[src/hw/rtl/depth_pixel_to_world_point_top_macros.svh]
// Assertion macros shared by the depth pixel to world point block.
`ifndef DEPTH_PIXEL_TO_WORLD_POINT_TOP_MACROS_SVH
`define DEPTH_PIXEL_TO_WORLD_POINT_TOP_MACROS_SVH

`ifndef SYNTHESIS

// Same-cycle implication: whenever a holds, b holds too.
`define DPWP_ASSERT_IMPLIES(label, clk, rst, a, b) \
  label: assert property (@(posedge clk) disable iff (rst) (a) |-> (b)) \
    else $error("dpwp assertion failed");

// Next-cycle implication: whenever a holds, b holds in the next cycle.
`define DPWP_ASSERT_NEXT(label, clk, rst, a, b) \
  label: assert property (@(posedge clk) disable iff (rst) (a) |=> (b)) \
    else $error("dpwp assertion failed");

`else

`define DPWP_ASSERT_IMPLIES(label, clk, rst, a, b)
`define DPWP_ASSERT_NEXT(label, clk, rst, a, b)

`endif

`endif

[src/hw/rtl/dpwp_pkg.sv]
// Types, constants and helpers of the depth pixel to world point block.
package dpwp_pkg;

  localparam int STRIDE = 3;
  localparam int PIX_W  = 12;

  // Remainder by STRIDE: multiply by a truncated reciprocal, then one correction.
  localparam int RECIP_SHIFT = 24;
  localparam int RECIP_W     = RECIP_SHIFT + 1;
  localparam logic [RECIP_W-1:0] STRIDE_RECIP = RECIP_W'((64'd1 << RECIP_SHIFT) / STRIDE);

  localparam int QUEUE_DEPTH = 2;

  typedef enum logic [2:0] {
    CFG_ROT_ROW_X     = 3'd0,
    CFG_ROT_ROW_Y     = 3'd1,
    CFG_ROT_ROW_Z     = 3'd2,
    CFG_TRANSLATION   = 3'd3,
    CFG_INV_FOCAL     = 3'd4,
    CFG_PRINCIPAL_PT  = 3'd5,
    CFG_DEPTH_MIN     = 3'd6,
    CFG_DEPTH_MAX     = 3'd7
  } cfg_reg_e;

  typedef struct packed {
    logic [PIX_W-1:0] pixel_row;
    logic [PIX_W-1:0] pixel_col;
    logic [15:0]      depth_mm;
    logic [7:0]       blue;
    logic [7:0]       green;
    logic [7:0]       red;
  } pixel_t;

  typedef struct packed {
    logic signed [31:0] world_x;
    logic signed [31:0] world_y;
    logic signed [31:0] world_z;
    logic [7:0]         point_red;
    logic [7:0]         point_green;
    logic [7:0]         point_blue;
  } point_t;

  typedef struct packed {
    logic [47:0] rot_row_x;
    logic [47:0] rot_row_y;
    logic [47:0] rot_row_z;
    logic [62:0] translation;
    logic [63:0] inv_focal;
    logic [31:0] principal_point;
    logic [15:0] depth_min;
    logic [15:0] depth_max;
  } cfg_t;

  localparam logic [47:0] ROT_ROW_X_RST = 48'h4000_0000_0000;
  localparam logic [47:0] ROT_ROW_Y_RST = 48'h0000_4000_0000;
  localparam logic [47:0] ROT_ROW_Z_RST = 48'h0000_0000_4000;
  localparam logic [15:0] DEPTH_MIN_RST = 16'd10;
  localparam logic [15:0] DEPTH_MAX_RST = 16'd10000;

  // Queue status seen by the front end.
  typedef struct packed {
    logic can_push;
    logic full;
  } queue_stat_t;

  // True when v is a multiple of STRIDE.
  function automatic logic stride_hit(input logic [PIX_W-1:0] v);
    logic [PIX_W+RECIP_W-1:0] prod;
    logic [PIX_W-1:0]         q;
    logic [PIX_W:0]           r;
    prod = (PIX_W+RECIP_W)'(v) * (PIX_W+RECIP_W)'(STRIDE_RECIP);
    q    = prod[RECIP_SHIFT +: PIX_W];
    r    = {1'b0, v} - (PIX_W+1)'(q * (PIX_W+1)'(STRIDE));
    return (r == '0) || (r == (PIX_W+1)'(STRIDE));
  endfunction

endpackage

[src/hw/rtl/dpwp_queue.sv]
// Short request queue between the front and back ends.
module dpwp_queue (
  input  logic                  clk,
  input  logic                  rst,
  input  logic                  push,
  input  dpwp_pkg::pixel_t      push_data,
  input  logic                  pop_ready,
  output dpwp_pkg::queue_stat_t stat,
  output logic                  pop_valid,
  output dpwp_pkg::pixel_t      pop_data
);

  localparam int PTR_W = $clog2(dpwp_pkg::QUEUE_DEPTH);
  localparam int CNT_W = $clog2(dpwp_pkg::QUEUE_DEPTH + 1);

  dpwp_pkg::pixel_t entries [dpwp_pkg::QUEUE_DEPTH];
  logic [PTR_W-1:0] wr_ptr;
  logic [PTR_W-1:0] rd_ptr;
  logic [CNT_W-1:0] count;
  logic             pop;
  logic             do_push;

  assign pop_valid     = (count != '0);
  assign pop           = pop_valid && pop_ready;
  assign stat.full     = (count == CNT_W'(dpwp_pkg::QUEUE_DEPTH));
  assign stat.can_push = !stat.full || pop;
  assign do_push       = push && stat.can_push;
  assign pop_data      = entries[rd_ptr];

  always_ff @(posedge clk) begin
    if (rst) begin
      wr_ptr <= '0;
      rd_ptr <= '0;
      count  <= '0;
    end else begin
      if (do_push) begin
        wr_ptr <= (wr_ptr == PTR_W'(dpwp_pkg::QUEUE_DEPTH - 1)) ? '0 : wr_ptr + 1'b1;
      end
      if (pop) begin
        rd_ptr <= (rd_ptr == PTR_W'(dpwp_pkg::QUEUE_DEPTH - 1)) ? '0 : rd_ptr + 1'b1;
      end
      if (do_push && !pop) begin
        count <= count + 1'b1;
      end else if (pop && !do_push) begin
        count <= count - 1'b1;
      end
    end
  end

  always_ff @(posedge clk) begin
    if (do_push) begin
      entries[wr_ptr] <= push_data;
    end
  end

endmodule

[config.mk]
export PLATFORM = sky130hd
export DESIGN_NAME = dpwp_queue
export DESIGN_NICKNAME = d
export VERILOG_FILES = /design/src/hw/rtl/depth_pixel_to_world_point_top_macros.svh /design/src/hw/rtl/dpwp_pkg.sv /design/src/hw/rtl/dpwp_queue.sv
export SDC_FILE = /design/constraint.sdc
export NUM_CORES = 1
export LEC_CHECK = 0
export BUFFER_PORTS_ARGS = -buffer_cell sky130_fd_sc_hd__buf_2
export CORE_MARGIN = 4
export CORE_UTILIZATION = 50
export DETAILED_ROUTE_END_ITERATION = 10
export PLACE_DENSITY = 0.87
export SYNTH_ARGS = -nofsm -noshare
export SYNTH_HDL_FRONTEND = slang
export SYNTH_SLANG_ARGS = --single-unit
[constraint.sdc]
create_clock -name clk -period 2.7 [get_ports clk]
set_clock_uncertainty 0.15 [all_clocks]
set_input_delay 0.27 -clock clk [delete_from_list [all_inputs] [get_ports clk]]
set_output_delay 0.27 -clock clk [all_outputs]
set_load 0.1 [all_outputs]
# Yosys cells after proc, flatten, opt, wreduce, memory -nomap -nowiden
# Memory sizes are Yosys's and may differ from the RTL's. A register that Yosys moved wholly into a read port is not among the register bits.
# Cells that the tools add are included.
[word_totals]
ff_bits = 4
ramBits = 128
input_bits = 68
output_inout_bits = 67
word_cells = 27
n_memories = 1
[op_classes]
n_addsub = 4
n_eq_ne = 1
n_mux = 8
reduce_logical = 10
[mem_list]
columns = ["memory", "words", "width", "read_ports", "rd_ports_with_merged_regs", "wr", "line", "rtl"]
rows = [
  ["entries", 2, 64, 1, 1, 1, "dpwp_queue.sv:16", "dpwp_pkg::pixel_t entries [dpwp_pkg::QUEUE_DEPTH];"],
]
[ops]
columns = ["op", "n"]
rows = [
  ["$mux W1", 6],
  ["$logic_and A1 B1 Y1", 4],
  ["$mux W2", 2],
  ["$reduce_bool A2 Y1", 2],
  ["$logic_not A1 Y1", 3],
  ["$add A1 B1 Y1 const B", 2],
  ["$add A2 B1 Y2 const B", 1],
  ["$eq A2 B2 Y1 const B", 1],
  ["$sub A2 B1 Y2 const B", 1],
  ["$logic_or A1 B1 Y1", 1],
]

# Longest topological paths before layout
# Gate-level depths: netlist (run 1).
[logic_depth]
word_depth = 8
mapped_depth = 6

# Worst setup path before layout (run 1)
# No wires, ideal clock.
[synth_timing]
path_type = "register to register"
from = "register count[1]"
to = "memory entries[0][0] (netlist bit) (enable)"
setup_ns = 0.400
t_arrival_ns = 2.000
required_ns = 2.150
path_slack_ns = 0.150
path_stages_with_launch = 4
period_less_slack_ns = 2.550
cell_sequence = "dfxtp_1 > or3b_4 > and2_4 > nor2b_4"
[synth_rtl]
columns = ["item", "line", "rtl"]
rows = [
  ["start, declared", "dpwp_queue.sv:19", "logic [CNT_W-1:0] count;"],
  ["start signal, assigned", "dpwp_queue.sv:43", "count <= count + 1'b1;"],
  ["start signal, assigned", "dpwp_queue.sv:45", "count <= count - 1'b1;"],
  ["end, declared", "dpwp_queue.sv:16", ""],
]

==> flow_metrics.py, run 1 <==
metrics = {
    "outcome": {
        "status": "complete, no violations",
    },
    "power": {
        "power.leakage_nw": 2.68,
        "p_seq_share_pct": 31.4,
        "ir_worst_vdd_mv": 0.984,
        "clkPwrFrac_pct": 28.0,
        "internal_power_mw": 4.67,
        "swShare_pct": 43.1,
        "power_frac_comb_pct": 40.6,
        "power_density_nw_per_um2": 1180,
        "p_switching_mw": 3.54,
    },
    "finish": {
        "final_cell_mix": "134 x buf_2, 128 x edfxtp_1, 67 x dlygate4sd3_1",
        "drive_gt1_share_pct": 52.9,
        "n_fill_cell": 535,
        "antenna_cells": 0,
        "multi_input_area_um2": 872,
        "final_common_cell": "buf_2",
        "finalCoreUtilization_pct": 74.9,
        "final-seq-area_um2": 3950,
        "syn_to_final_growth_pct": 44.1,
        "finish.net_count": 513,
    },
    "worst_setup_path": {
        "path_class": "reg -> out",
        "worstPathArrival_ps": 1950,
        "cp.buffers_inverters": 2,
        "start_kind": "flip-flop",
        "slowest_delay_ps": 410,
        "cp_top_family": "buffers and inverters",
        "path_max_fanout": 34,
        "r2r_cells": 4,
        "r2r_slack_ps": 540,
        "path_cells": "buf_4, mux2_2, buf_2",
        "cp_slowest_cell": "mux2_2",
        "r2r_end": "entries[0][47]",
        "endpoint_kind": "output pin",
        "worstReg2RegStart": "count[0]",
        "required_ps": 2280,
    },
    "synthesis": {
        "syn_nets": 294,
        "synthTopCellsByArea": "edfxtp_1 79%, mux2_2 15%, dfxtp_1 2.1%",
        "seq_area_frac_synth_pct": 81.3,
        "ys.warnings.count": 0,
        "syn_avg_cell_area_um2": 21.6,
        "netlist.top_cell.by_area": "edfxtp_1",
        "synth_cell_types": 19,
        "synth_top_area_share_pct": 79.2,
        "ys_ff_latch": 133,
        "postSynthCellCount": 225,
        "synth_area_um2": 4850,
    },
    "min_path": {
        "hp-class": "in -> reg",
        "hold_start": "push_data[45]",
        "hold_depth": 2,
        "min_to": "entries[1][45]",
    },
    "drt": {
        "antenna_left": 0,
        "post_drt_wl_per_cell_um": 17.0,
        "drc_errors": 0,
        "routed-via-count": 2840,
        "firstDrtPassIters": 4,
        "vias_per_cell": 4.85,
        "drt_iter0_drc": 100,
        "routed_wl_um": 9930,
    },
    "clocking": {
        "clock_path_buffers": 2,
        "cts_tree": "built",
        "cts_setup_buffers": 0,
        "clk_pin_slew_ps": 60,
        "htreeDepth": 4,
        "clkLatencyLatePin_ps": 500,
        "cts_buffers": 17,
        "clock-root-buffer": "clkbuf_8",
        "clock-sinks": 133,
    },
    "flow_run": {
        "maxCapViolations": 0,
    },
    "sta": {
        "layout_min_cycle_time_ps": 2370,
        "hold_violations": 0,
        "maxSlewViolCount": 0,
        "fmax_mhz": 422,
        "tightest_slew_ps": 764,
        "setup_tns_ps": 0,
        "period_share_pct": 87.7,
        "setup_viol": 0,
        "relSlewSlack_pct": 49.1,
        "rsz0062_at_grt": "false",
    },
    "floorplan": {
        "die_h_um": 106,
        "ios": 135,
        "dieArea_um2": 11300,
        "start_util_pct": 52.0,
        "design.core.area_um2": 9330,
        "die_w_um": 106,
        "num_rows": 35,
    },
    "global_route": {
        "first_global_vias": 3147,
        "grt_overflow_total": 0,
        "grt_antenna_before_repair": 0,
        "grt_max_degree": 35,
        "track_usage_pct": 18.5,
        "grt_pass1_wl_um": 15800,
    },
    "placed_design": {
        "io_buffers": 134,
        "hpwl_um": 5840,
        "gp_congestion": 0.718,
    },
}
-- area by class of cell --
type	count	area share, %
sequential	133	56.4
clock buffer	17	5.93
timing repair buffer	207	20.2
clock inverter	14	2.65
multi-input combinational	85	12.5
tap	129	2.31
-- routing by layer --
metal / up-vias / GRT usage (%) / routed length (um)
li1: 1329 / - / -
met5: - / 0 / 0
met1: 1406 / 20.5 / 3890
met3: 7 / 5.71 / 517
met4: 0 / 5.57 / 62
met2: 98 / 34.2 / 5450
-- flip-flops by register name, summed over array words and instances (netlist names), named ones only --
signal,cells
rd_ptr,1
wr_ptr,1
count,2
entries,128
-- stage by stage --
step	hold slack, ps	instances	instance area, um^2	total power, mW	worst slack (ps)
after floorplan	189	225	4850	5.41	150
after global placement	307	487	5720	5.84	629
after detailed placement	313	487	5720	5.88	503
after CTS	307	585	6990	8.27	303
after global routing	326	585	6990	8.50	252
final	334	585	6990	8.22	332
-- synth_stat cells --
library cell	n
ha_1	1
nand2b_1	1
or3b_4	1
o21ai_2	1
edfxtp_1	128
or3_1	1
and2_4	1
mux2_2	64
o21ai_0	2
nor2b_4	1
or2_2	1
dfxtp_1	5
and3_2	1
and2b_2	1
a21oi_1	1
nor2_1	4
nand3_1	1
buf_2	7
xor2_1	3
-- logic make-up (layout without fill, tap and decap cells) --
logic type	Yosys count	count (layout)	synth area share (%)
muxes	64	64	14.9
AOI/OAI and AO/OA	4	4	0.490
buffers and inverters	7	238	0.722
DFF	133	133	81.3
xor gates and xnor gates	3	3	0.542
adders and majority gates	1	1	0.258
and+or+nand+nor	13	13	1.83
-- how the worst max path moves through the flow --
stage | cells after the start | start | end
after floorplan | 3 | count[1] | entries[0][0]
after detailed placement | 4 | count[0] | entries[0][24]
after CTS | 3 | flip-flop | pop_data[59]
after global routing | 3 | flip-flop | pop_data[58]
final | 3 | flip-flop | pop_data[58]
after global placement | 4 | count[0] | entries[0][24]
-- repair_timing --
action	4_1_cts	5_1_grt
hold buffers	67	0
hold endpoints to repair	133	0
endpoints found under the setup margin	0	0
gates resized for setup	0	0
-- power by group through the flow --
| stage | Sequential, mW | Combinational (mW) | Clock [mW] |
|---|---|---|---|
| floorplan | 2.60 | 2.80 | 0 |
| global placement | 2.60 | 3.24 | 0 |
| detailed placement | 2.62 | 3.26 | 0 |
| CTS | 2.58 | 3.34 | 2.34 |
| global route | 2.60 | 3.45 | 2.45 |
| finish | 2.58 | 3.34 | 2.30 |
Note: power is estimated with default switching activity, not from simulation.
==> run 2: changes to the inputs <==
--- a/config.mk
+++ b/config.mk
@@ -5,7 +5,7 @@
 export SDC_FILE = /design/constraint.sdc
 export NUM_CORES = 1
 export LEC_CHECK = 0
-export BUFFER_PORTS_ARGS = -buffer_cell sky130_fd_sc_hd__buf_2
+export BUFFER_PORTS_ARGS = -buffer_cell sky130_fd_sc_hd__clkbuf_2
 export CORE_MARGIN = 4
 export CORE_UTILIZATION = 50
 export DETAILED_ROUTE_END_ITERATION = 10
==> run 2 against run 1 <==
  * Non-clock buffer count fell by 2
  * Combinational power barely moved
  * Utilization fell by 0.32 points
  * Count of clock-buffer cells in the layout did not move
  * Global-route usage fell by 0.74 points
  * Sequential share of layout area rose by 0.24 points
  * Register-to-register slack improved by 40 ps
  * Cell count fell by 0.51%
  * Sequential power barely moved
  * Hold slack got worse by 260 ps
  * Critical path type unchanged
==> flow_metrics.py, run 2 (synthesized netlist as in run 1, its figures left out) <==
metrics = {
    "clocking": {
        "ctsResizeCount": 0,
        "clock-sinks": 133,
        "clock_path_buffers": 2,
        "cts_buffers": 17,
        "cts_tree": "built",
        "clock-root-buffer": "clkbuf_8",
        "clkLatencyLatePin_ps": 490,
        "clk_pin_slew_ps": 60,
        "htreeDepth": 4,
        "cts_setup_buffers": 0,
        "postCtsHoldBufs": 66,
    },
    "drt": {
        "vias_per_cell": 4.80,
        "routed-via-count": 2794,
        "antenna_left": 0,
        "post_drt_wl_per_cell_um": 16.5,
        "routed_wl_um": 9600,
        "drt_iter0_drc": 82,
        "firstDrtPassIters": 4,
        "drc_errors": 0,
    },
    "global_route": {
        "track_usage_pct": 17.8,
        "grt_overflow_total": 0,
        "first_global_vias": 3131,
        "grt_pass1_wl_um": 15300,
        "grt_max_degree": 36,
        "grt_antenna_before_repair": 0,
    },
    "flow_run": {
        "maxCapViolations": 0,
    },
    "finish": {
        "syn_to_final_growth_pct": 43.5,
        "final-seq-area_um2": 3950,
        "largest_reg_flops": 128,
        "final_common_cell": "clkbuf_2",
        "finish.net_count": 511,
        "multi_input_area_um2": 872,
        "largest-register": "entries",
        "reg_top3": "entries (128), count (2)",
        "drive_gt1_share_pct": 53.2,
        "n_fill_cell": 538,
        "antenna_cells": 0,
        "final_cell_mix": "134 x clkbuf_2, 128 x edfxtp_1, 66 x dlygate4sd3_1",
    },
    "floorplan": {
        "die_h_um": 106,
        "start_util_pct": 52.0,
        "ios": 135,
        "dieArea_um2": 11300,
        "die_w_um": 106,
        "num_rows": 35,
        "design.core.area_um2": 9330,
    },
    "min_path": {
        "hold_depth": 4,
        "hp-class": "in -> reg",
    },
    "placed_design": {
        "hpwl_um": 5740,
        "gp_congestion": 0.692,
        "io_buffers": 134,
    },
    "worst_setup_path": {
        "worstPathArrival_ps": 1970,
        "endpoint_kind": "output pin",
        "start_kind": "flip-flop",
        "path_class": "reg -> out",
        "r2r_cells": 5,
        "path_max_fanout": 32,
        "required_ps": 2280,
    },
    "power": {
        "power.leakage_nw": 2.70,
        "power_density_nw_per_um2": 1180,
        "ir_worst_vdd_mv": 0.800,
    },
    "sta": {
        "layout_min_cycle_time_ps": 2390,
        "rsz0062_at_grt": "false",
        "whs_ps": 75.1,
        "tightest_slew_ps": 735,
        "fmax_mhz": 418,
        "relSlewSlack_pct": 51.0,
        "setup_viol": 0,
        "period_share_pct": 88.7,
        "hold_violations": 0,
        "setup_tns_ps": 0,
        "maxSlewViolCount": 0,
    },
    "outcome": {
        "status": "complete, no violations",
    },
}
run 2: layout make-up:
type | count | area share, %
Clock inverter | 13 | 2.66
Multi-Input combinational cell | 85 | 12.5
Timing Repair Buffer | 205 | 19.8
Sequential cell | 133 | 56.7
Clock buffer | 17 | 5.95
Tap cell | 129 | 2.32
run 2: metrics by stage:
stage          area [um^2]  cells  utilization [%]  worst slack (ps)  power (mW)
2_1_floorplan         4850    225                -               150        5.41
3_3_place_gp          5700    486             61.1               660        5.83
3_5_place_dp          5700    486             61.1               603        5.87
4_1_cts               6960    582             74.6               271        8.24
5_1_grt               6960    582             74.6               222        8.46
6_report              6960    582             74.6               305        8.19
run 2: worst max-delay path: stages (launching register included):
cell and delay [ps]:
dfxtp_2 320, buf_4 370, mux2_2 400, clkbuf_2 370
run 2: final timing paths:
kind / start / endpoint / slack, ps
worst max-delay path: flip-flop / pop_data[54] / 310
worst min-delay path: pop_ready / wr_ptr / 80
worst max register to register: count[1] / count[1] / 580
worst min register to register: rd_ptr / flip-flop / 390
run 2: report_power, final:
group	internal (mW)	switching [mW]
registers	2.52	0.0659
logic	0.647	2.67
clock network	1.49	0.804
total	4.65	3.54
run 2: layer usage:
| metal | track usage, % | vias to the layer above | part of all wire, % |
|---|---|---|---|
| li1 | - | 1321 | - |
| met1 | 20.2 | 1363 | 39 |
| met5 | 0 | - | 0 |
| met4 | 5.94 | 0 | 1.2 |
| met3 | 5.46 | 14 | 5.2 |
| met2 | 32.0 | 96 | 54 |
