==> src/hw/rtl/depth_pixel_to_world_point_top_macros.svh <==
// Assertion macros shared by the depth pixel to world point block.
`ifndef DEPTH_PIXEL_TO_WORLD_POINT_TOP_MACROS_SVH
`define DEPTH_PIXEL_TO_WORLD_POINT_TOP_MACROS_SVH

`ifndef SYNTHESIS

// Same-cycle implication: whenever a holds, b holds too.
`define DPWP_ASSERT_IMPLIES(label, clk, rst, a, b) \
  label: assert property (@(posedge clk) disable iff (rst) (a) |-> (b)) \
    else $error("dpwp assertion failed");

// Next-cycle implication: whenever a holds, b holds in the next cycle.
`define DPWP_ASSERT_NEXT(label, clk, rst, a, b) \
  label: assert property (@(posedge clk) disable iff (rst) (a) |=> (b)) \
    else $error("dpwp assertion failed");

`else

`define DPWP_ASSERT_IMPLIES(label, clk, rst, a, b)
`define DPWP_ASSERT_NEXT(label, clk, rst, a, b)

`endif

`endif

==> src/hw/rtl/dpwp_pkg.sv <==
// Types, constants and helpers of the depth pixel to world point block.
package dpwp_pkg;

  localparam int STRIDE = 3;
  localparam int PIX_W  = 12;

  // Remainder by STRIDE: multiply by a truncated reciprocal, then one correction.
  localparam int RECIP_SHIFT = 24;
  localparam int RECIP_W     = RECIP_SHIFT + 1;
  localparam logic [RECIP_W-1:0] STRIDE_RECIP = RECIP_W'((64'd1 << RECIP_SHIFT) / STRIDE);

  localparam int QUEUE_DEPTH = 2;

  typedef enum logic [2:0] {
    CFG_ROT_ROW_X     = 3'd0,
    CFG_ROT_ROW_Y     = 3'd1,
    CFG_ROT_ROW_Z     = 3'd2,
    CFG_TRANSLATION   = 3'd3,
    CFG_INV_FOCAL     = 3'd4,
    CFG_PRINCIPAL_PT  = 3'd5,
    CFG_DEPTH_MIN     = 3'd6,
    CFG_DEPTH_MAX     = 3'd7
  } cfg_reg_e;

  typedef struct packed {
    logic [PIX_W-1:0] pixel_row;
    logic [PIX_W-1:0] pixel_col;
    logic [15:0]      depth_mm;
    logic [7:0]       blue;
    logic [7:0]       green;
    logic [7:0]       red;
  } pixel_t;

  typedef struct packed {
    logic signed [31:0] world_x;
    logic signed [31:0] world_y;
    logic signed [31:0] world_z;
    logic [7:0]         point_red;
    logic [7:0]         point_green;
    logic [7:0]         point_blue;
  } point_t;

  typedef struct packed {
    logic [47:0] rot_row_x;
    logic [47:0] rot_row_y;
    logic [47:0] rot_row_z;
    logic [62:0] translation;
    logic [63:0] inv_focal;
    logic [31:0] principal_point;
    logic [15:0] depth_min;
    logic [15:0] depth_max;
  } cfg_t;

  localparam logic [47:0] ROT_ROW_X_RST = 48'h4000_0000_0000;
  localparam logic [47:0] ROT_ROW_Y_RST = 48'h0000_4000_0000;
  localparam logic [47:0] ROT_ROW_Z_RST = 48'h0000_0000_4000;
  localparam logic [15:0] DEPTH_MIN_RST = 16'd10;
  localparam logic [15:0] DEPTH_MAX_RST = 16'd10000;

  // Queue status seen by the front end.
  typedef struct packed {
    logic can_push;
    logic full;
  } queue_stat_t;

  // True when v is a multiple of STRIDE.
  function automatic logic stride_hit(input logic [PIX_W-1:0] v);
    logic [PIX_W+RECIP_W-1:0] prod;
    logic [PIX_W-1:0]         q;
    logic [PIX_W:0]           r;
    prod = (PIX_W+RECIP_W)'(v) * (PIX_W+RECIP_W)'(STRIDE_RECIP);
    q    = prod[RECIP_SHIFT +: PIX_W];
    r    = {1'b0, v} - (PIX_W+1)'(q * (PIX_W+1)'(STRIDE));
    return (r == '0) || (r == (PIX_W+1)'(STRIDE));
  endfunction

endpackage

==> src/hw/rtl/dpwp_front.sv <==
// Front end: takes pixel requests, applies stride and depth window, feeds the queue.
module dpwp_front (
  input  logic                  clk,
  input  logic                  rst,
  input  logic                  start,
  input  dpwp_pkg::pixel_t      pixel,
  input  logic [15:0]           depth_min,
  input  logic [15:0]           depth_max,
  input  dpwp_pkg::queue_stat_t q_stat,
  output logic                  busy,
  output logic                  push,
  output dpwp_pkg::pixel_t      push_data
);

  logic             fr_valid;
  logic             fr_keep;
  dpwp_pkg::pixel_t fr_pix;
  logic             accept;
  logic             keep_next;
  logic             stall;

  assign stall  = fr_valid && fr_keep && !q_stat.can_push;
  assign busy   = stall;
  assign accept = start && !busy;

  assign keep_next = dpwp_pkg::stride_hit(pixel.pixel_row) &&
                     dpwp_pkg::stride_hit(pixel.pixel_col) &&
                     (pixel.depth_mm >= depth_min) &&
                     (pixel.depth_mm <= depth_max);

  always_ff @(posedge clk) begin
    if (rst) begin
      fr_valid <= 1'b0;
      fr_keep  <= 1'b0;
    end else if (accept) begin
      fr_valid <= 1'b1;
      fr_keep  <= keep_next;
    end else if (!stall) begin
      fr_valid <= 1'b0;
      fr_keep  <= 1'b0;
    end
  end

  always_ff @(posedge clk) begin
    if (accept) begin
      fr_pix <= pixel;
    end
  end

  assign push      = fr_valid && fr_keep && q_stat.can_push;
  assign push_data = fr_pix;

endmodule

==> config.mk <==
export PLATFORM = sky130hd
export DESIGN_NAME = dpwp_front
export DESIGN_NICKNAME = d
export VERILOG_FILES = /design/src/hw/rtl/depth_pixel_to_world_point_top_macros.svh /design/src/hw/rtl/dpwp_pkg.sv /design/src/hw/rtl/dpwp_front.sv
export SDC_FILE = /design/constraint.sdc
export NUM_CORES = 1
export LEC_CHECK = 0
export BUFFER_PORTS_ARGS = -buffer_cell sky130_fd_sc_hd__buf_4
export CORE_MARGIN = 2
export CORE_UTILIZATION = 50
export DETAILED_ROUTE_END_ITERATION = 12
export PLACE_DENSITY = 0.81
export SLEW_MARGIN = 20
export SYNTH_ARGS = -nofsm -noshare
export SYNTH_HDL_FRONTEND = slang
export SYNTH_SLANG_ARGS = --single-unit
export TNS_END_PERCENT = 20
==> constraint.sdc <==
create_clock -name clk -period 16.7 [get_ports clk]
set_input_delay 2.505 -clock clk [delete_from_list [all_inputs] [get_ports clk]]
set_output_delay 2.505 -clock clk [all_outputs]
set_load 0.005 [all_outputs]
After elaboration in Yosys (flattened, before gate mapping)
Cells that the tools add are included.

operators by class
  div/mod/pow operators = 0
  bitwise operators = 0
  shifts and indexed selects = 0
  equality and inequality tests = 3
  add/subtract/negate cells = 2
  mux-type cells = 3
  reduce and logical (&&, ||, !) cells = 13
  order comparisons = 2
  multiply operators = 4

operators with widths
  operator                count
  $mul 12x23->35 const B  2
  $eq 13x2->1 const B     2
  $logic_not 13->1        2
  $mul 11x2->13 const B   2
  $sub 12x13->13          2
  $ge 16x16->1            1
  $le 16x16->1            1
  $logic_and 1x1->1       7
  $mux 1                  3
  $logic_not 1->1         2
  $logic_or 1x1->1        2
  $ne 2x2->1 const B      1

storage, ports and cells
  latch bits = 0
  input bits = 101
  logic and storage cells = 35
  output and inout bits = 66
  memory bits (read-only) = 0
  bits in writable memories = 0
  memories kept = 0
  register bits = 66

Depth between registers and ports, before layout
Gate-level depths: netlist of run 1.

  word-level depth = 9
  depth in mapped cells = 30
  mapped depth without buffers = 29

Least setup slack after synthesis of run 1
OpenSTA, ideal clock, no wires.

  kind = input to register
  start = input pixel[46] (netlist bit)
  end = register fr_keep
  path buffers = 0
  cell stages on the path = 27
  library setup time = 87 ps
  slack = 6679 ps
  data arrival time = 9934 ps
  required time = 16613 ps
  cells stage by stage = ha_1 > fa_1 > inv_1 > fa_1 > inv_1 > fa_1 > fa_1 > ha_1 > a21o_1 > a211o_1 > a2111oi_2 > o22ai_1 > o41a_1 > a21o_1 > xnor2_1 > inv_1 > fa_1 > inv_1 > ha_1 > nand2b_1 > o221ai_1 > a221o_1 > or4_1 > nor4b_2 > nand4_1 > or4_1 > o31ai_1

on the way
  longest elaborated chain between the ends = 9
  elaborated cells between the ends (all ways) = 10
  classes of those cells = 1 x add/sub; 2 x mul; 1 x eq/ne; 1 x mux; 5 x reduce/logical

ends and longest elaborated chain
  element                                                 line              RTL
  start, declared                                         dpwp_front.sv:6   input dpwp_pkg::pixel_t pixel,
  $mul 12x23->35                                          dpwp_pkg.sv:71    prod = (PIX_W+RECIP_W)'(v) * (PIX_W+RECIP_W)'(STRIDE_RECIP);
  $mul 11x2->13                                           dpwp_pkg.sv:73    r = {1'b0, v} - (PIX_W+1)'(q * (PIX_W+1)'(STRIDE));
  $sub 12x13->13 *                                        dpwp_pkg.sv:73
  $eq 13x2->1 / $logic_not 13->1 (equally long branches)  dpwp_pkg.sv:74    return (r == '0) || (r == (PIX_W+1)'(STRIDE));
  $logic_or 1x1->1 *                                      dpwp_pkg.sv:74
  $logic_and 1x1->1 *                                     dpwp_front.sv:26  assign keep_next = dpwp_pkg::stride_hit(pixel.pixel_row) &&
  $logic_and 1x1->1 *                                     dpwp_front.sv:27  dpwp_pkg::stride_hit(pixel.pixel_col) &&
  $logic_and 1x1->1 *                                     dpwp_front.sv:28  (pixel.depth_mm >= depth_min) &&
  $mux 1 *                                                dpwp_front.sv:35  end else if (accept) begin
  end signal, assigned                                    dpwp_front.sv:37  fr_keep <= keep_next;
  end, declared                                           dpwp_front.sv:16  logic fr_keep;

Mark *: on every way between the ends. The rest lies on a longest branch, timed or not.
A chain may end at the register's enable or synchronous reset.

Final worst setup path of run 1
Same ends and word-level chain as after synthesis.

==> metrics.csv, run 1 <==
metric,value,unit
final_nets,1379,
num_io_pins,167,
diodes,0,
num_vias,6528,
crit_type,input pin to register,
synthFlopType,edfxtp_1,
antenna_found_initial,0,
finClkSkew,14.5,ps
grt_pass1_vias,6618,
cp-startpoint,pixel[46],
cpMostUsedCell,fa_1,
grt_pass1_wl,31300,um
wire_per_inst,15.7,um
period_share,63.3,%
port_buffers,165,
pre_cts_slack,5820,ps
layout_min_cycle_time,10570,ps
dieArea,18400,um^2
synth_compound_area_share,10.9,%
critPathArrivalTime,10840,ps
hold_viol_final,0,
hold_depth,2,
cp-start-kind,input pin,
synth_seq_cells,66,
async_reset_ff_share,0,%
synth_edf_count,64,
gr-usage-all-layers,21.9,%
cap_viol_max_count,0,
worst-path-buf-inv,5,
vias_per_cell,5.27,
tightestPinTransition,877,ps
die_h,136,um
reg2reg_from,fr_valid$_SDFFE_PP0P_,
area_growth,20.6,%
synth-simple-area-share,7.10,%
overflow,0,
worstReg2RegEnd,fr_keep$_SDFFE_PP0P_,
cp.required,16970,ps
cts_tree,yes,
clk_latency,350,ps
ff2ff_path_depth,8,
htreeDepth,3,
path_delay_family,adder cells,
max_freq,0.0946,GHz
setup_violations,0,
coreArea,17100,um^2
cts_resized,0,
synth_top_family_by_area,adder cells,
place_congestion,0.887,
start_util,50.6,%
clkSlewWorstSetupHoldPaths,70,ps
place_hpwl,16300,um
drt.antenna.violating_nets,0,
syn_area_per_cell,10.4,um^2
drtIter0Drc,277,
synth_nets,1204,
fin_setup_tns,0,ps
hold_path.class,register to register,
num_rows,48,
reg2reg_slack,14920,ps
crit_path_max_fanout,6,
yosys.area_share.adder,46.4,%
clockRootBuffer,clkbuf_16,
clkSinkCount,66,
maxSlewHeadroom,41.5,%
synth-xor-area-share,3.44,%
clockBufferDepth,2,
endpoint_kind,register,
synth_area,8670,um^2
grt_max_degree,65,
grt_setup_unrepaired,false,
synthDistinctLibCells,57,
timing.final.ws_setup,6130,ps
synth_mux_area_share,0.606,%
drive_gt1_share,19.3,%
syn_inst,833,
ys_warn_count,0,
critical_path.max_stage_delay,700,ps
cts_buffers,9,
fp.dieW,136,um
cts_hold_buf,0,
seq_area_frac_synth,22.6,%
drt_pass1_iterations,4,
report.final.slew_viol_count,0,
holdPathEnd,fr_keep$_SDFFE_PP0P_,
status,finished clean,
post-route-drc-count,0,
hold_start,fr_keep$_SDFFE_PP0P_,
drt-total-wl,19500,um
hold_ws,484,ps
cts_setup_buffers,0,
slowest_stage,fa_1,
-- cell families after synthesis --
group | count (synthesis)
AO/OA/AOI/OAI | 141
XOR/XNOR | 34
adder cells (fa/ha/maj) | 270
buffers and inverters | 201
flip-flops | 66
multiplexers | 5
AND/OR/NAND/NOR | 116
-- per-layer routing --
metal | track usage (%) | vias to the layer above | share of wire (%)
li1 | - | 3204 | -
met5 | 0 | - | 0
met3 | 4.34 | 34 | 6.3
met2 | 38.8 | 208 | 49
met1 | 26.7 | 3082 | 42
met4 | 6.77 | 0 | 2.2
-- cell usage after synthesis (3+ instances only) --
cell | count | area (um^2)
o31ai_1 | 4 | 30.0
o211ai_1 | 11 | 82.6
nand4_1 | 10 | 62.6
nand2_1 | 14 | 52.6
a21oi_1 | 41 | 205
o22ai_1 | 4 | 25.0
a21o_1 | 10 | 75.1
nor2_1 | 27 | 101
nor3_1 | 12 | 60.1
fa_1 | 86 | 1720
a211oi_1 | 8 | 60.1
nand3_1 | 14 | 70.1
a211o_1 | 4 | 35.0
xnor2_1 | 16 | 140
and3_1 | 3 | 18.8
mux2i_1 | 3 | 30.0
or2_2 | 5 | 31.3
xor2_1 | 18 | 158
edfxtp_1 | 64 | 1920
a2111oi_0 | 4 | 35.0
nand2b_1 | 10 | 62.6
a31oi_1 | 3 | 18.8
nor2b_1 | 9 | 56.3
inv_1 | 199 | 747
o21a_1 | 5 | 37.5
ha_1 | 184 | 2300
o21ai_0 | 23 | 115
-- tightest hold or removal path, cell delays in order (launching register included) --
cell and delay, ps:
dfxtp_1 310, nand2_1 70, o31ai_1 60
-- stage by stage --
step / instance area [um^2] / util (%) / instances
after floorplan: 8670 / - / 833
after global placement: 10200 / 59.5 / 1222
after detailed placement: 10200 / 59.5 / 1222
after CTS: 10500 / 61.1 / 1238
after global routing: 10500 / 61.1 / 1238
final: 10500 / 61.1 / 1238
-- cell type report --
class | count | area [um^2]
Fill cell | 1381 | 6670
Inverter | 199 | 747
Timing Repair Buffer | 166 | 1250
Clock inverter | 6 | 42.5
Multi-Input combinational cell | 566 | 5940
Clock buffer | 10 | 229
Tap cell | 225 | 282
Sequential cell | 66 | 1960
-- worst max path at each step --
| stage | to | slack (ps) | cells after the start |
|---|---|---|---|
| final | fr_keep$_SDFFE_PP0P_ | 6130 | 28 |
| after global routing | fr_keep$_SDFFE_PP0P_ | 5700 | 28 |
| after CTS | fr_keep$_SDFFE_PP0P_ | 6130 | 28 |
| after detailed placement | fr_keep$_SDFFE_PP0P_ | 5820 | 28 |
| after global placement | fr_keep$_SDFFE_PP0P_ | 5920 | 28 |
| after floorplan | fr_keep$_SDFFE_PP0P_ | 6680 | 27 |
-- registers in the layout, summed over array words and instances, names as in the netlist --
| register | flops |
|---|---|
| push_data | 64 |
| fr_keep | 1 |
| fr_valid | 1 |
-- placed cells by master, fill, tap and decap left out, drive strengths merged, types with 5 or more instances in the layout --
master / netlist / routed
xnor2: 16 / 16
clkbuf: 0 / 10
or2: 5 / 5
nor2b: 9 / 9
edfxtp: 64 / 64
xor2: 18 / 18
nor2: 27 / 27
buf: 2 / 166
o21a: 5 / 5
inv: 199 / 200
a211oi: 9 / 9
fa: 86 / 86
nor3: 12 / 12
ha: 184 / 184
nand4: 10 / 10
a21oi: 41 / 41
nand2b: 10 / 10
o211ai: 11 / 11
a21o: 10 / 10
o21ai: 25 / 25
nand3: 14 / 14
nand2: 14 / 14
a2111oi: 5 / 5
Power of run 1 is not shown: default switching activity piles up to over one toggle a cycle in this logic, so the estimate is an artifact.
==> run 2, diff against run 1 <==
--- a/config.mk
+++ b/config.mk
@@ -9,7 +9,7 @@
 export CORE_MARGIN = 2
 export CORE_UTILIZATION = 50
 export DETAILED_ROUTE_END_ITERATION = 12
-export PLACE_DENSITY = 0.81
+export PLACE_DENSITY = 0.84
 export SLEW_MARGIN = 20
 export SYNTH_ARGS = -nofsm -noshare
 export SYNTH_HDL_FRONTEND = slang
==> constraint.sdc (replaced) <==
create_clock -name clk -period 8.9 [get_ports clk]
set_input_delay 1.335 -clock clk [delete_from_list [all_inputs] [get_ports clk]]
set_output_delay 1.335 -clock clk [all_outputs]
set_load 0.005 [all_outputs]
==> run 2 against run 1 <==
  * Clock skew decreased by 3.0 ps
  * Wire length is 3.9% higher
  * Die area unchanged
  * Global-route usage up 0.74 points
  * Via count is 3.7% higher
  * Sequential share of layout area decreased by 0.68 points
  * First-iteration DRC count grew 32%
  * Cell count rose by 3.3%
  * Critical path depth is 1 higher
  * Register-to-register slack got worse by 7800 ps
  * Non-clock buffer count up 41
  * Critical endpoint unchanged
==> metrics.csv, run 2 (synthesis gave the netlist of run 1 again) <==
metric,value,unit
status,finished clean,
path_delay_family,adder cells,
cts_tree,yes,
clockBufferDepth,2,
clkSlewWorstSetupHoldPaths,70,ps
maxSlewHeadroom,39.8,%
worst-path-buf-inv,6,
crit_type,input pin to register,
port_buffers,165,
fp.dieW,136,um
drt_pass1_iterations,6,
vias_per_cell,5.29,
hold_start,fr_keep$_SDFFE_PP0P_,
cp-startpoint,pixel[46],
htreeDepth,3,
hold_depth,2,
worstReg2RegEnd,fr_keep$_SDFFE_PP0P_,
place_hpwl,16800,um
critical_path.max_stage_delay,630,ps
drt-total-wl,20200,um
num_io_pins,167,
cts_buffers,9,
hold_ws,483,ps
diodes,0,
mostFrequentLayoutCells,"buf_4 (207), inv_1 (199), ha_1 (183), fa_1 (85), edfxtp_1 (64)",
hold_path.class,register to register,
clkSinkCount,66,
endpoint_kind,register,
post-route-drc-count,0,
cap_viol_max_count,0,
dieArea,18400,um^2
num_rows,48,
gr-usage-all-layers,22.6,%
ff2ff_path_depth,8,
tightestPinTransition,904,ps
layout_min_cycle_time,8660,ps
holdPathEnd,fr_keep$_SDFFE_PP0P_,
area_growth,25.1,%
grt_pass1_wl,32500,um
cp.required,9160,ps
antenna_found_initial,0,
layout_commonest_cell,buf_4,
slowest_stage,fa_2,
crit_path_max_fanout,3,
place_congestion,0.946,
reg2reg_slack,7130,ps
finClkSkew,11.5,ps
final_core_util,63.3,%
grt_max_degree,65,
wire_per_inst,15.8,um
drtIter0Drc,367,
drive_gt1_share,23.2,%
die_h,136,um
cp-start-kind,input pin,
start_util,50.6,%
critPathArrivalTime,8910,ps
period_share,97.3,%
largest_reg_flops,64,
setup_violations,0,
report.final.slew_viol_count,0,
hold_viol_final,0,
clk_latency,340,ps
num_vias,6768,
final_nets,1420,
grt_pass1_vias,6899,
coreArea,17100,um^2
reg2reg_from,fr_valid$_SDFFE_PP0P_,
overflow,0,
max_freq,0.116,GHz
clockRootBuffer,clkbuf_16,
drt.antenna.violating_nets,0,
run 2: worst max path at each step:
stage,endpoint,depth (start not counted)
floorplan,fr_keep$_SDFFE_PP0P_,27
global placement,fr_keep$_SDFFE_PP0P_,28
detailed placement,fr_keep$_SDFFE_PP0P_,28
CTS,fr_keep$_SDFFE_PP0P_,28
global route,fr_keep$_SDFFE_PP0P_,29
finish,fr_keep$_SDFFE_PP0P_,29
run 2: worst register-to-register path, cell delays in order, from the launching register on:
cell and delay (ps):
dfxtp_1 310, nand2_1 80, nor2_1 90, nor2b_4 130, nand4_1 110, nor4b_2 270, nand4_1 140, or4_1 480
o31ai_1 80
run 2: timing repair:
action	in CTS	in global routing
setup endpoints to repair	0	1
setup buffers	0	2
hold buffers	0	0
resized for setup	0	9
run 2: area by class of cell:
type,instances,area [um^2]
Clock buffer,9,225
Clock inverter,7,77.6
Fill cell,1294,6270
Inverter,199,747
Multi-Input combinational cell,566,6000
Sequential cell,66,1960
Tap cell,225,282
Timing Repair Buffer,207,1550
run 2: stage by stage:
stage | cells | setup TNS [ps] | setup slack, ps | area, um^2
after CTS | 1277 | 0 | 1.44 | 10800
after floorplan | 833 | 0 | 49.3 | 8670
after global routing | 1279 | -102 | -102 | 10800
after global placement | 1261 | -197 | -197 | 10500
after detailed placement | 1261 | -348 | -348 | 10500
final | 1279 | 0 | 244 | 10800
run 2: metal layers:
layer,up-vias,global-route usage (%),part of all wire (%)
met4,0,6.54,1.9
met2,209,40.1,50
met3,33,3.85,5.9
met1,3243,28.3,42
li1,3283,-,-
met5,-,0,0
Power of run 2 is left out for the same reason.
==> run 3, diff against run 2 <==
--- a/config.mk
+++ b/config.mk
@@ -5,11 +5,12 @@
 export SDC_FILE = /design/constraint.sdc
 export NUM_CORES = 1
 export LEC_CHECK = 0
+export ABC_AREA = 1
 export BUFFER_PORTS_ARGS = -buffer_cell sky130_fd_sc_hd__buf_4
 export CORE_MARGIN = 2
 export CORE_UTILIZATION = 50
 export DETAILED_ROUTE_END_ITERATION = 12
-export PLACE_DENSITY = 0.84
+export PLACE_DENSITY = 0.83
 export SLEW_MARGIN = 20
 export SYNTH_ARGS = -nofsm -noshare
 export SYNTH_HDL_FRONTEND = slang
==> run 3 against run 2 <==
  * Synthesized area rose by 13%
  * Critical endpoint unchanged
  * Cell count rose by 26%
  * First-iteration DRC count rose by 13%
  * Count of clock-buffer cells in the layout rose by 1
  * Wire length rose by 12%
  * Clock skew barely moved
  * Die area rose by 12%
  * Critical path type unchanged
  * Register-to-register slack got worse by 220 ps
  * Synthesized cell count rose by 39%
  * Maximum frequency rose by 9.1%
  * Global-route usage fell by 0.083 points
  * Sequential share of layout area fell by 1.3 points
==> metrics.csv, run 3 <==
metric,value,unit
overflow,0,
grt_pass1_wl,36800,um
cts_buffers,9,
clockBufferDepth,2,
hold_viol_final,0,
max_freq,0.126,GHz
ys_warn_count,0,
reg2reg_from,fr_valid$_SDFFE_PP0P_,
yosys.area.top_type_share,23.6,%
cp-startpoint,pixel[46],
hold_start,fr_keep$_SDFFE_PP0P_,
synthDistinctLibCells,43,
place_hpwl,19500,um
diodes,0,
slowest_stage,fa_1,
place_congestion,0.962,
grt_setup_unrepaired,false,
num_vias,8191,
largest_reg_flops,64,
drive_gt1_share,16.4,%
clkSlewWorstSetupHoldPaths,60,ps
wire_per_inst,14.1,um
status,finished clean,
syn_inst,1162,
cts_tree,yes,
clk_latency,350,ps
cp-start-kind,input pin,
num_io_pins,167,
place_area,11400,um^2
area_growth,19.7,%
drtIter0Drc,416,
endpoint_kind,register,
vias_per_cell,5.09,
worst-path-buf-inv,5,
port_buffers,165,
clkSinkCount,66,
synthTopCellsByArea,"ha_1 (24%), edfxtp_1 (20%), fa_1 (18%)",
critPathArrivalTime,8210,ps
final_nets,1710,
cts_resized,0,
seq_area_frac_synth,20.1,%
maxSlewHeadroom,51.1,%
dieArea,20700,um^2
cts_hold_buf,0,
clockRootBuffer,clkbuf_16,
hold_ws,617,ps
grt_pass1_vias,8087,
drt-total-wl,22700,um
cap_viol_max_count,0,
path_delay_family,adder cells,
drt.antenna.violating_nets,0,
drt_pass1_iterations,5,
tightestPinTransition,732,ps
num_rows,51,
async_reset_ff_share,0,%
start_util,50.5,%
hold_path.class,register to register,
synth_commonest_cells,"inv_1 (282), nand2_1 (193), ha_1 (184)",
synth_seq_cells,66,
period_share,89.2,%
synth_area,9770,um^2
synth_most_common_cell,inv_1,
grt_max_degree,48,
cts_setup_buffers,0,
gr-usage-all-layers,22.5,%
synth_nets,1533,
finClkSkew,11.5,ps
syn_area_per_cell,8.41,um^2
fill_cells,1654,
yosysTopAreaCell,ha_1,
crit_path_max_fanout,6,
crit_type,input pin to register,
setup_violations,0,
die_h,144,um
report.final.slew_viol_count,0,
critical_path.max_stage_delay,730,ps
fp.dieW,144,um
coreArea,19300,um^2
synthFlopType,edfxtp_1,
final_cell_area,11700,um^2
antenna_found_initial,0,
cpMostUsedCell,nand2_1,
mostFrequentLayoutCells,"inv_1 (282), nand2_1 (193), ha_1 (184), buf_4 (166), fa_1 (86)",
layout_min_cycle_time,7940,ps
cp.required,9180,ps
synth_edf_count,64,
htreeDepth,3,
fin_setup_tns,0,ps
final_core_util,60.5,%
layout_commonest_cell,inv_1,
post-route-drc-count,0,
run 3: cell types whose count changed in the layout (fill, tap and decap cells not counted), moves of 31 or more:
cell / before / now
nand2_1: 14 / 193
nor2_1: 27 / 61
a21oi_1: 38 / 74
buf_4: 207 / 166
nand3_1: 14 / 45
inv_1: 199 / 282
run 3: area by class of cell:
type | instances | area, um^2 | area share [%]
repair buffers | 166 | 1250 | 10.7
clock inverters | 6 | 115 | 0.984
multi-input cells | 808 | 6740 | 57.6
well taps | 265 | 332 | 2.83
flip-flops and latches | 66 | 1960 | 16.8
clock buffers | 10 | 229 | 1.96
inverters | 288 | 1080 | 9.24
run 3: worst paths after layout:
kind / to / slack (ps) / depth (start not counted)
worst max-delay path: fr_keep$_SDFFE_PP0P_ / 960 / 33
worst min-delay path: fr_keep$_SDFFE_PP0P_ / 620 / 4
worst max register to register: push_data[62]$_DFFE_PP_ / 6910 / 4
worst min register to register: fr_keep$_SDFFE_PP0P_ / 620 / 4
run 3: per-layer routing:
metal  track usage (%)  up-vias  wire length [um]
li1                  -     4114                 -
met4              6.40        0               388
met2              38.9      259             10800
met5                 0        -                 0
met1              29.0     3792              9930
met3              3.90       26              1520
run 3: metrics by stage:
stage,setup WS [ps],cells
finish,963,1609
global route,537,1609
CTS,1120,1609
detailed placement,793,1593
global placement,885,1593
floorplan,1680,1162
run 3: cells by family after synthesis:
kind of cell,Yosys count,share of synthesized area [%]
buf+inv,288,11.1
fa+ha+maj,270,41.2
compound gates,150,9.07
xor+xnor,28,2.51
simple gates,360,16.1
flops,66,20.1
run 3: worst reg2reg max path: stages, from the launching register on:
cell and delay, ps:
dfxtp_1 310, inv_1 50, nor3_1 70, nor2_4 570
buf_4 610
Power of run 3 is left out for the same reason.
